`config.mk`:
```
export PLATFORM = sky130hd
export DESIGN_NAME = sorted_timer_queue_top
export DESIGN_NICKNAME = d
export VERILOG_FILES = /design/src/rtl/stq_pkg.sv /design/src/rtl/stq_mem.sv /design/src/rtl/sorted_timer_queue_top.sv
export SDC_FILE = /design/constraint.sdc
export NUM_CORES = 2
export LEC_CHECK = 0
export BUFFER_PORTS_ARGS = -buffer_cell sky130_fd_sc_hd__buf_2
export CAP_MARGIN = 0
export CORE_UTILIZATION = 55
export CTS_CLUSTER_SIZE = 30
export DETAILED_ROUTE_END_ITERATION = 10
export PLACE_DENSITY = 0.86
export SETUP_SLACK_MARGIN = 0.05
export SYNTH_ARGS = -nofsm -noshare
export SYNTH_HDL_FRONTEND = slang
export SYNTH_HIERARCHICAL = 1
export SYNTH_SLANG_ARGS = --single-unit
export TNS_END_PERCENT = 100
```
`constraint.sdc`:
```
create_clock -name aclk -period 7.4 [get_ports aclk]
set_input_delay 1.48 -clock aclk [delete_from_list [all_inputs] [get_ports aclk]]
set_output_delay 1.48 -clock aclk [all_outputs]
set_load 0.05 [all_outputs]
```
`src/rtl/stq_pkg.sv`:
```
// Shared types and constants for the sorted timer queue.
`timescale 1ns / 1ps
package stq_pkg;

    // Default sizes.
    localparam int unsigned DEF_TIMER_SLOTS = 16;
    localparam int unsigned DEF_ID_BITS     = 16;
    localparam int unsigned DEF_TIME_BITS   = 48;

    // Command codes of an input word.
    localparam logic [1:0] CMD_ADD = 2'd0;
    localparam logic [1:0] CMD_DEL = 2'd1;
    localparam logic [1:0] CMD_ADV = 2'd2;

    // Result kinds carried on tuser.
    localparam logic KIND_FIRED  = 1'b0;
    localparam logic KIND_STATUS = 1'b1;

    // Sequencer states.
    typedef enum logic [1:0] {
        ST_IDLE,
        ST_SCAN,
        ST_PLACE,
        ST_STATUS
    } stq_state_t;

endpackage

```
`src/rtl/stq_mem.sv`:
```
// Timer table storage: one write port, one registered read port.
`timescale 1ns / 1ps
module stq_mem #(
    parameter int unsigned DEPTH = stq_pkg::DEF_TIMER_SLOTS,
    parameter int unsigned WIDTH = stq_pkg::DEF_ID_BITS + stq_pkg::DEF_TIME_BITS,
    parameter int unsigned AW    = (DEPTH > 1) ? $clog2(DEPTH) : 1
) (
    input  logic             aclk,
    input  logic             wr_en,
    input  logic [AW-1:0]    wr_addr,
    input  logic [WIDTH-1:0] wr_data,
    input  logic [AW-1:0]    rd_addr,
    output logic [WIDTH-1:0] rd_data
);

    logic [WIDTH-1:0] mem [DEPTH];
    logic [WIDTH-1:0] rd_data_reg;

    // Write port.
    always_ff @(posedge aclk) begin
        if (wr_en) begin
            mem[wr_addr] <= wr_data;
        end
    end

    // Read port, registered.
    always_ff @(posedge aclk) begin
        rd_data_reg <= mem[rd_addr];
    end

    assign rd_data = rd_data_reg;

endmodule

```
`src/rtl/sorted_timer_queue_top.sv`:
```
// Top level of the sorted timer queue: sequencer around the table memory.
`timescale 1ns / 1ps
// Sorted timer queue.
// The s_axis channel takes one command word (add, delete or advance). The
// m_axis channel returns one word per fired timer (tuser 0) and then one
// status word (tuser 1, tlast 1) with the smallest remaining delay.
// The table lives in one memory, entries kept packed from slot 0 in
// ascending order of remaining delay. Each word is handled by one pass that
// reads every live entry once, one entry per cycle unless a fired word
// stalls, and writes it back compacted, with the new timer merged in on an add.
// Timing: a word with the unused command code skips the pass and goes
// straight to its status word. The next word can be accepted in the same
// cycle as the status word appears.
// Reset empties the table at once (a live count is cleared); no clearing
// pass is needed. When the receiver stalls, the pass halts on the entry
// whose fired word is waiting and resumes when the output register frees.
module sorted_timer_queue_top #(
    parameter int unsigned TIMER_SLOTS = stq_pkg::DEF_TIMER_SLOTS,
    parameter int unsigned ID_BITS     = stq_pkg::DEF_ID_BITS,
    parameter int unsigned TIME_BITS   = stq_pkg::DEF_TIME_BITS,
    localparam int unsigned IN_W  = ((2 + ID_BITS + 2 * TIME_BITS + 7) / 8) * 8,
    localparam int unsigned OUT_W = ((ID_BITS + TIME_BITS + 2 + 7) / 8) * 8
) (
    input  logic             aclk,
    input  logic             aresetn,
    input  logic             s_axis_tvalid,
    output logic             s_axis_tready,
    // command, timer_id, delay, elapsed_time (lowest bits first)
    input  logic [IN_W-1:0]  s_axis_tdata,
    output logic             m_axis_tvalid,
    input  logic             m_axis_tready,
    // fired_id, next_delay, has_pending, overflow (lowest bits first)
    output logic [OUT_W-1:0] m_axis_tdata,
    // kind
    output logic             m_axis_tuser,
    output logic             m_axis_tlast
);

    localparam int unsigned AW = (TIMER_SLOTS > 1) ? $clog2(TIMER_SLOTS) : 1;
    localparam int unsigned CW = $clog2(TIMER_SLOTS + 1);
    localparam int unsigned EW = ID_BITS + TIME_BITS;

    // Input word fields.
    logic [1:0]           in_cmd;
    logic [ID_BITS-1:0]   in_id;
    logic [TIME_BITS-1:0] in_dly;
    logic [TIME_BITS-1:0] in_el;

    assign in_cmd = s_axis_tdata[1:0];
    assign in_id  = s_axis_tdata[2 +: ID_BITS];
    assign in_dly = s_axis_tdata[2 + ID_BITS +: TIME_BITS];
    assign in_el  = s_axis_tdata[2 + ID_BITS + TIME_BITS +: TIME_BITS];

    stq_pkg::stq_state_t state_reg, state_next;

    logic [CW-1:0]        cnt_reg, cnt_next;
    logic [CW-1:0]        idx_reg, idx_next;
    logic [CW-1:0]        wptr_reg, wptr_next;
    logic [1:0]           cmd_reg, cmd_next;
    logic [ID_BITS-1:0]   tid_reg, tid_next;
    logic [TIME_BITS-1:0] dly_reg, dly_next;
    logic [TIME_BITS-1:0] el_reg, el_next;
    logic [ID_BITS-1:0]   h_id_reg, h_id_next;
    logic [TIME_BITS-1:0] h_rem_reg, h_rem_next;
    logic                 h_valid_reg, h_valid_next;
    logic                 h_new_reg, h_new_next;
    logic                 found_reg, found_next;
    logic [TIME_BITS-1:0] head_reg, head_next;

    logic                 o_valid_reg, o_valid_next;
    logic                 o_kind_reg, o_kind_next;
    logic [ID_BITS-1:0]   o_id_reg, o_id_next;
    logic [TIME_BITS-1:0] o_nd_reg, o_nd_next;
    logic                 o_hp_reg, o_hp_next;
    logic                 o_ov_reg, o_ov_next;
    logic                 o_last_reg, o_last_next;

    // Memory port.
    logic          wr_en;
    logic [AW-1:0] wr_addr;
    logic [EW-1:0] wr_data;
    logic [AW-1:0] rd_addr;
    logic [EW-1:0] rd_data;

    stq_mem #(
        .DEPTH (TIMER_SLOTS),
        .WIDTH (EW),
        .AW    (AW)
    ) u_mem (
        .aclk    (aclk),
        .wr_en   (wr_en),
        .wr_addr (wr_addr),
        .wr_data (wr_data),
        .rd_addr (rd_addr),
        .rd_data (rd_data)
    );

    logic [ID_BITS-1:0]   rd_id;
    logic [TIME_BITS-1:0] rd_rem;
    logic [TIME_BITS-1:0] e_rem;
    logic                 is_adv;
    logic                 is_add;
    logic                 fired;
    logic                 dropped;
    logic                 out_free;
    logic                 stall;
    logic                 last_entry;

    assign rd_id      = rd_data[ID_BITS-1:0];
    assign rd_rem     = rd_data[ID_BITS +: TIME_BITS];
    assign e_rem      = rd_rem - el_reg;
    assign is_add     = (cmd_reg == stq_pkg::CMD_ADD);
    assign is_adv     = is_add || (cmd_reg == stq_pkg::CMD_ADV);
    assign fired      = is_adv && (rd_rem <= el_reg);
    assign dropped    = (cmd_reg == stq_pkg::CMD_DEL) && !found_reg && (rd_id == tid_reg);
    assign out_free   = !o_valid_reg || m_axis_tready;
    assign stall      = fired && !out_free;
    assign last_entry = ((idx_reg + CW'(1)) == cnt_reg);

    assign s_axis_tready = (state_reg == stq_pkg::ST_IDLE);

    // Next state.
    always_comb begin
        state_next = state_reg;
        case (state_reg)
            stq_pkg::ST_IDLE: begin
                if (s_axis_tvalid) begin
                    if (in_cmd != stq_pkg::CMD_ADD && in_cmd != stq_pkg::CMD_DEL
                        && in_cmd != stq_pkg::CMD_ADV) begin
                        state_next = stq_pkg::ST_STATUS;
                    end else if (cnt_reg == '0) begin
                        state_next = stq_pkg::ST_PLACE;
                    end else begin
                        state_next = stq_pkg::ST_SCAN;
                    end
                end
            end
            stq_pkg::ST_SCAN: begin
                if (!stall && last_entry) begin
                    state_next = stq_pkg::ST_PLACE;
                end
            end
            stq_pkg::ST_PLACE: begin
                state_next = stq_pkg::ST_STATUS;
            end
            stq_pkg::ST_STATUS: begin
                if (out_free) begin
                    state_next = stq_pkg::ST_IDLE;
                end
            end
            default: begin
                state_next = stq_pkg::ST_IDLE;
            end
        endcase
    end

    // Datapath and memory control.
    always_comb begin
        cnt_next     = cnt_reg;
        idx_next     = idx_reg;
        wptr_next    = wptr_reg;
        cmd_next     = cmd_reg;
        tid_next     = tid_reg;
        dly_next     = dly_reg;
        el_next      = el_reg;
        h_id_next    = h_id_reg;
        h_rem_next   = h_rem_reg;
        h_valid_next = h_valid_reg;
        h_new_next   = h_new_reg;
        found_next   = found_reg;
        head_next    = head_reg;
        o_valid_next = o_valid_reg && !m_axis_tready;
        o_kind_next  = o_kind_reg;
        o_id_next    = o_id_reg;
        o_nd_next    = o_nd_reg;
        o_hp_next    = o_hp_reg;
        o_ov_next    = o_ov_reg;
        o_last_next  = o_last_reg;
        wr_en        = 1'b0;
        wr_addr      = wptr_reg[AW-1:0];
        wr_data      = {rd_rem, rd_id};
        rd_addr      = idx_reg[AW-1:0];

        case (state_reg)
            stq_pkg::ST_IDLE: begin
                rd_addr = '0;
                if (s_axis_tvalid) begin
                    cmd_next   = in_cmd;
                    tid_next   = in_id;
                    dly_next   = in_dly;
                    el_next    = (in_cmd == stq_pkg::CMD_ADD || in_cmd == stq_pkg::CMD_ADV)
                                 ? in_el : '0;
                    idx_next   = '0;
                    wptr_next  = '0;
                    found_next = 1'b0;
                    // The new timer waits in the hold register while there is room.
                    h_id_next    = in_id;
                    h_rem_next   = in_dly;
                    h_valid_next = (in_cmd == stq_pkg::CMD_ADD)
                                   && (cnt_reg != CW'(TIMER_SLOTS));
                    h_new_next   = 1'b1;
                end
            end
            stq_pkg::ST_SCAN: begin
                if (stall) begin
                    rd_addr = idx_reg[AW-1:0];
                end else begin
                    rd_addr  = AW'(idx_reg + CW'(1));
                    idx_next = idx_reg + CW'(1);
                    if (fired) begin
                        // Expired entry: emit its id and free a slot for an add.
                        o_valid_next = 1'b1;
                        o_kind_next  = stq_pkg::KIND_FIRED;
                        o_id_next    = rd_id;
                        o_nd_next    = '0;
                        o_hp_next    = 1'b0;
                        o_ov_next    = 1'b0;
                        o_last_next  = 1'b0;
                        if (is_add) begin
                            h_valid_next = 1'b1;
                        end
                    end else if (dropped) begin
                        found_next = 1'b1;
                    end else begin
                        // Survivor: merge with the held entry, write one per cycle.
                        wr_en     = 1'b1;
                        wptr_next = wptr_reg + CW'(1);
                        if (!h_valid_reg || (h_new_reg && e_rem <= dly_reg)) begin
                            wr_data = {e_rem, rd_id};
                            if (wptr_reg == '0) begin
                                head_next = e_rem;
                            end
                        end else begin
                            wr_data    = {h_rem_reg, h_id_reg};
                            h_id_next  = rd_id;
                            h_rem_next = e_rem;
                            h_new_next = 1'b0;
                            if (wptr_reg == '0) begin
                                head_next = h_rem_reg;
                            end
                        end
                    end
                end
            end
            stq_pkg::ST_PLACE: begin
                // Flush the held entry to the tail and settle the live count.
                if (h_valid_reg) begin
                    wr_en     = 1'b1;
                    wr_data   = {h_rem_reg, h_id_reg};
                    cnt_next  = wptr_reg + CW'(1);
                    if (wptr_reg == '0) begin
                        head_next = h_rem_reg;
                    end
                end else begin
                    cnt_next = wptr_reg;
                end
            end
            stq_pkg::ST_STATUS: begin
                if (out_free) begin
                    o_valid_next = 1'b1;
                    o_kind_next  = stq_pkg::KIND_STATUS;
                    o_id_next    = '0;
                    o_nd_next    = (cnt_reg != '0) ? head_reg : '0;
                    o_hp_next    = (cnt_reg != '0);
                    o_ov_next    = is_add && !h_valid_reg;
                    o_last_next  = 1'b1;
                end
            end
            default: begin
            end
        endcase
    end

    // Control registers.
    always_ff @(posedge aclk) begin
        if (!aresetn) begin
            state_reg   <= stq_pkg::ST_IDLE;
            cnt_reg     <= '0;
            o_valid_reg <= 1'b0;
        end else begin
            state_reg   <= state_next;
            cnt_reg     <= cnt_next;
            o_valid_reg <= o_valid_next;
        end
    end

    // Payload registers.
    always_ff @(posedge aclk) begin
        idx_reg     <= idx_next;
        wptr_reg    <= wptr_next;
        cmd_reg     <= cmd_next;
        tid_reg     <= tid_next;
        dly_reg     <= dly_next;
        el_reg      <= el_next;
        h_id_reg    <= h_id_next;
        h_rem_reg   <= h_rem_next;
        h_valid_reg <= h_valid_next;
        h_new_reg   <= h_new_next;
        found_reg   <= found_next;
        head_reg    <= head_next;
        o_kind_reg  <= o_kind_next;
        o_id_reg    <= o_id_next;
        o_nd_reg    <= o_nd_next;
        o_hp_reg    <= o_hp_next;
        o_ov_reg    <= o_ov_next;
        o_last_reg  <= o_last_next;
    end

    assign m_axis_tvalid = o_valid_reg;
    assign m_axis_tdata  = OUT_W'({o_ov_reg, o_hp_reg, o_nd_reg, o_id_reg});
    assign m_axis_tuser  = o_kind_reg;
    assign m_axis_tlast  = o_last_reg;

`ifndef SYNTHESIS
    // The live count never exceeds the table size.
    a_cnt_bound: assert property (@(posedge aclk) disable iff (!aresetn)
        cnt_reg <= CW'(TIMER_SLOTS))
        else $error("live count above table size");

    // Compaction writes never overtake the read pointer.
    a_wptr_behind: assert property (@(posedge aclk) disable iff (!aresetn)
        (state_reg == stq_pkg::ST_SCAN) |-> (wptr_reg <= idx_reg))
        else $error("write pointer ahead of read pointer");

    // The final word of an item is always the status word.
    a_last_status: assert property (@(posedge aclk) disable iff (!aresetn)
        (m_axis_tvalid && m_axis_tlast) |-> (m_axis_tuser == stq_pkg::KIND_STATUS))
        else $error("last word is not a status word");
`endif

endmodule

```
==> summary.md <==
| Metric | Value |
|---|---|
| Outcome | complete, no violations |
| Slowest Stage Delay on Critical Path | 0.75 ns |
| Hold WC Path Type | reg2reg |
| Skew final | 0.0439 ns |
| Slowest CP cell | o41ai_1 |
| Core Box Area | 106000 um2 |
| Post-route setup TNS | 0 ns |
| DP Worst Slack | 0.415 ns |
| Vias | 34900 |
| Max Clk Rate | 140 MHz |
| Synth Instances | about 3500 |
| H-tree levels | 4 |
| Register bit total from synthesis | about 1400 |
| Total power | 33.7 mW |
| Worst rel slew slack | 9.78% |
| CTS Hold Bufs | 0 |
| Sw power | about 13 mW |
| Num rows | 119 |
| Worst Tran Pin Value | about 1.4 ns |
| Detailed Route WL | 161000 um |
| Die Width | 330 um |
| Worst-path maximum fanout | 22 |
| DRT Pass-1 Iters | 8 |
| Post-route ant nets | 0 |
| Critical path class | reg2reg |
| I/O Buffers | around 190 |
| Layout cells sized above 1 | between 20% and 30% |
| WP buf/inv | 2 |
| Cell variety after synth | 85 |
| Placed instance area | 62000 um2 |
| Initial antenna violation count | 9 |
| Sw frac | 39.0% |
| Area Growth Syn to Fin | 12.8% |
| Largest net degree at the start of global routing | 97 |
| Vias in the first global route | 35400 |
| Final instance area | about 67000 um2 |
| DRC viols | 0 |
| HPWL Detailed | just over 90000 um |
| Synthesized area | between 50000 and 60000 um2 |
| Layout Nets | 3970 |
| Avg Inst Size Synth | 16.9 um2 |
| Fillers | between 6000 and 7000 |
| Clock transition at path regs | 0.06 ns |
| Number of flops mapped to enable cells by yosys | 1330 |
| CP Launch Type | flop |
| Clk root buf | clkbuf_16 |
| Die Height | between 300 and 400 um |
| Clk buf depth | 3 |
| Final Core Density | 63.0% |
| Logic pwr share | between 40% and 50% |
| Starting Density | between 50% and 60% |
| Crit end category | flop |
| Synth Flop Type | edfxtp_1 |
| Final Setup Violations | 0 |
| Global-route wire length before repair | 232000 um |
| Async SR Flop Fraction | 0% |
| Final worst slack | around 0.28 ns |
| Tot GR Track Use | 29.6% |
| Sequential share of power | 37.2% |
| Yosys warning total | 6 |
| Critical Path RT | 7.84 ns |
| Clk Latency, worst-skew pair | 0.77 ns |
| Crit path DAT | 7.56 ns |
| Gr ovfl total | 0 |
| Leakage | around 23 nW |
| Unrepaired setup endpoints after global routing | no |
| P_int | 20.5 mW |
| Final period util | 96.3% |
| TritonCTS clock tree | yes |
| CP top delay family | compound AO/OA/AOI/OAI gates |
| Post-DR wirelength/cell | 30.7 um |
| Fin crit period | 7.12 ns |
| Clk sinks | 1402 |
| GPL Wtd Cong | 0.974 |
| Worst vdd ir | 0.376 mV |
| Largest register FFs | between 1000 and 1500 |
| Max Cap Violations | 0 |
| Via density | 6.65 |
| Sequential cell area fraction in the yosys report | between 70 and 80% |
| Pins over their slew limit | 0 |
| Die ar. | about 110000 um2 |
| Total power density per cell area | 505 nW/um2 |
| Crit path cell chain | ha_1 > fa_1 > nand2b_1 > a211oi_2 > o21ai_1 > o21ba_2 > o41ai_1 > buf_4 > a21boi_0 > xnor2_1 > ha_1 > and4_1 > nand2_1 > nor3_1 > buf_4 > nand2_1 > o41ai_1 > a21oi_4 > or3_1 > nor2_1 > a221o_1 |
| I/O pin count | 200 |
| Clk pwr share | a little over a fifth |
| DR iter-0 viols | 4995 |
| Final count of hold timing violations | 0 |
| CTS Buf Count | 137 |
what timing repair did:
action / in CTS / in global routing
gates resized for setup: 0 / 2
setup endpoints to repair: 0 / 32
buffers inserted: 0 / 0
synth_stat cells (19+ instances only):
cell type  instances  area share (%)
a22oi_1          140             1.8
mux4_2           256             9.8
xnor2_1           44            0.65
edfxtp_1        1330              68
nand2_1          222             1.4
a21o_1            36            0.46
nor3_1            19            0.16
mux2i_1           74             1.3
nor2_1            85            0.54
buf_1             21            0.13
a22o_1            23            0.34
nor2b_1           91            0.96
inv_1            147            0.93
and2_1            56            0.59
o21ai_0          110            0.93
xor2_1            25            0.37
mux2_2            63             1.2
clkbuf_1         105            0.67
buf_4             19            0.24
buf_2             34            0.29
nand4_1           31            0.33
dfxtp_1           72             2.4
ha_1             104             2.2
a21oi_1          110            0.93
o21ai_1           31            0.26
nand3_1           28            0.24
metrics by stage:
| stage | instances | hold WS, ns |
|---|---|---|
| 2_1_floorplan | 3511 | 0.486 |
| 3_3_place_gp | 4992 | 0.507 |
| 3_5_place_dp | 4992 | 0.509 |
| 4_1_cts | 5245 | 0.526 |
| 5_1_grt | 5248 | 0.560 |
| 6_report | 5250 | 0.530 |
layer usage:
layer | vias to the layer above | GRT usage [%] | share of wire, %
met5 | - | 0 | 0
met4 | 0 | 13.6 | 4.5
met3 | 467 | 6.11 | 12
met2 | 2667 | 48.3 | 48
met1 | 17500 | 38.6 | 35
li1 | 14300 | - | -
power groups by stage:
stage	logic [mW]	clock network [mW]	registers [mW]
5_1_grt	14.9	7.45	12.6
2_1_floorplan	8.87	0	12.8
6_report	14.0	7.12	12.5
4_1_cts	13.7	7.18	12.5
3_3_place_gp	12.9	0	12.5
3_5_place_dp	13.4	0	12.6
cell usage in the layout (no fill, tap or decap), types with 11 or more instances in the layout:
cell type,synthesis,routed
clkinv_1,1,22
a21o_1,36,36
inv_1,147,147
nand3_1,28,28
and2_1,56,54
edfxtp_1,1330,1330
a31oi_1,14,14
clkinv_2,0,24
clkbuf_1,105,25
buf_4,19,82
mux4_2,256,256
buf_2,34,187
a22oi_1,140,140
nand2b_1,12,12
clkbuf_16,0,138
o21ai_0,110,110
nor2b_1,91,88
xor2_1,25,25
bufinv_16,0,11
xnor2_1,44,44
clkbuf_8,0,13
a22o_1,23,22
nor3_1,19,15
a21oi_1,110,107
ha_1,104,102
o21ai_1,31,29
nor2_1,85,71
nand2_1,222,222
dfxtp_1,72,72
o211ai_1,11,11
nor2_4,0,14
mux2i_1,74,74
a221o_1,17,17
mux2_2,63,62
a211oi_1,15,14
buf_12,0,16
nand4_1,31,31
final cells by class:
| cell class | count | area (um2) | area share [%] |
|---|---|---|---|
| Timing Repair Buffer | 286 | 1890 | 2.83 |
| Clock buffer | 175 | 3710 | 5.57 |
| Clock inverter | 78 | 887 | 1.33 |
| Tap cell | 1391 | 1740 | 2.61 |
| Inverter | 148 | 556 | 0.834 |
| Sequential cell | 1402 | 41400 | 62.1 |
| Multi-Input combinational cell | 1766 | 16500 | 24.7 |
| Antenna cell | 4 | 10.0 | 0.0150 |
cell families after synthesis:
kind of cell / synth area share [%]
compound gates: 6.99
xor+xnor: 1.02
fa+ha+maj: 2.24
buf+inv: 2.58
flops: 70.0
mux: 12.2
other cells: 0.00635
simple gates: 4.92
worst paths after layout:
check / startpoint / endpoint / slack (ns) / depth (start not counted)
min reg2reg: cnt_reg[2]$_SDFFE_PN0P_ / cnt_reg[2]$_SDFFE_PN0P_ / 0.53 / 1
max: el_reg[0]$_SDFFCE_PN0P_ / u_mem/mem[6][16]$_DFFE_PP_ / 0.28 / 21
min: cnt_reg[2]$_SDFFE_PN0P_ / cnt_reg[2]$_SDFFE_PN0P_ / 0.53 / 1
max reg2reg: el_reg[0]$_SDFFCE_PN0P_ / u_mem/mem[6][16]$_DFFE_PP_ / 0.28 / 21
No activity file was read; power rests on OpenSTA's default activity.
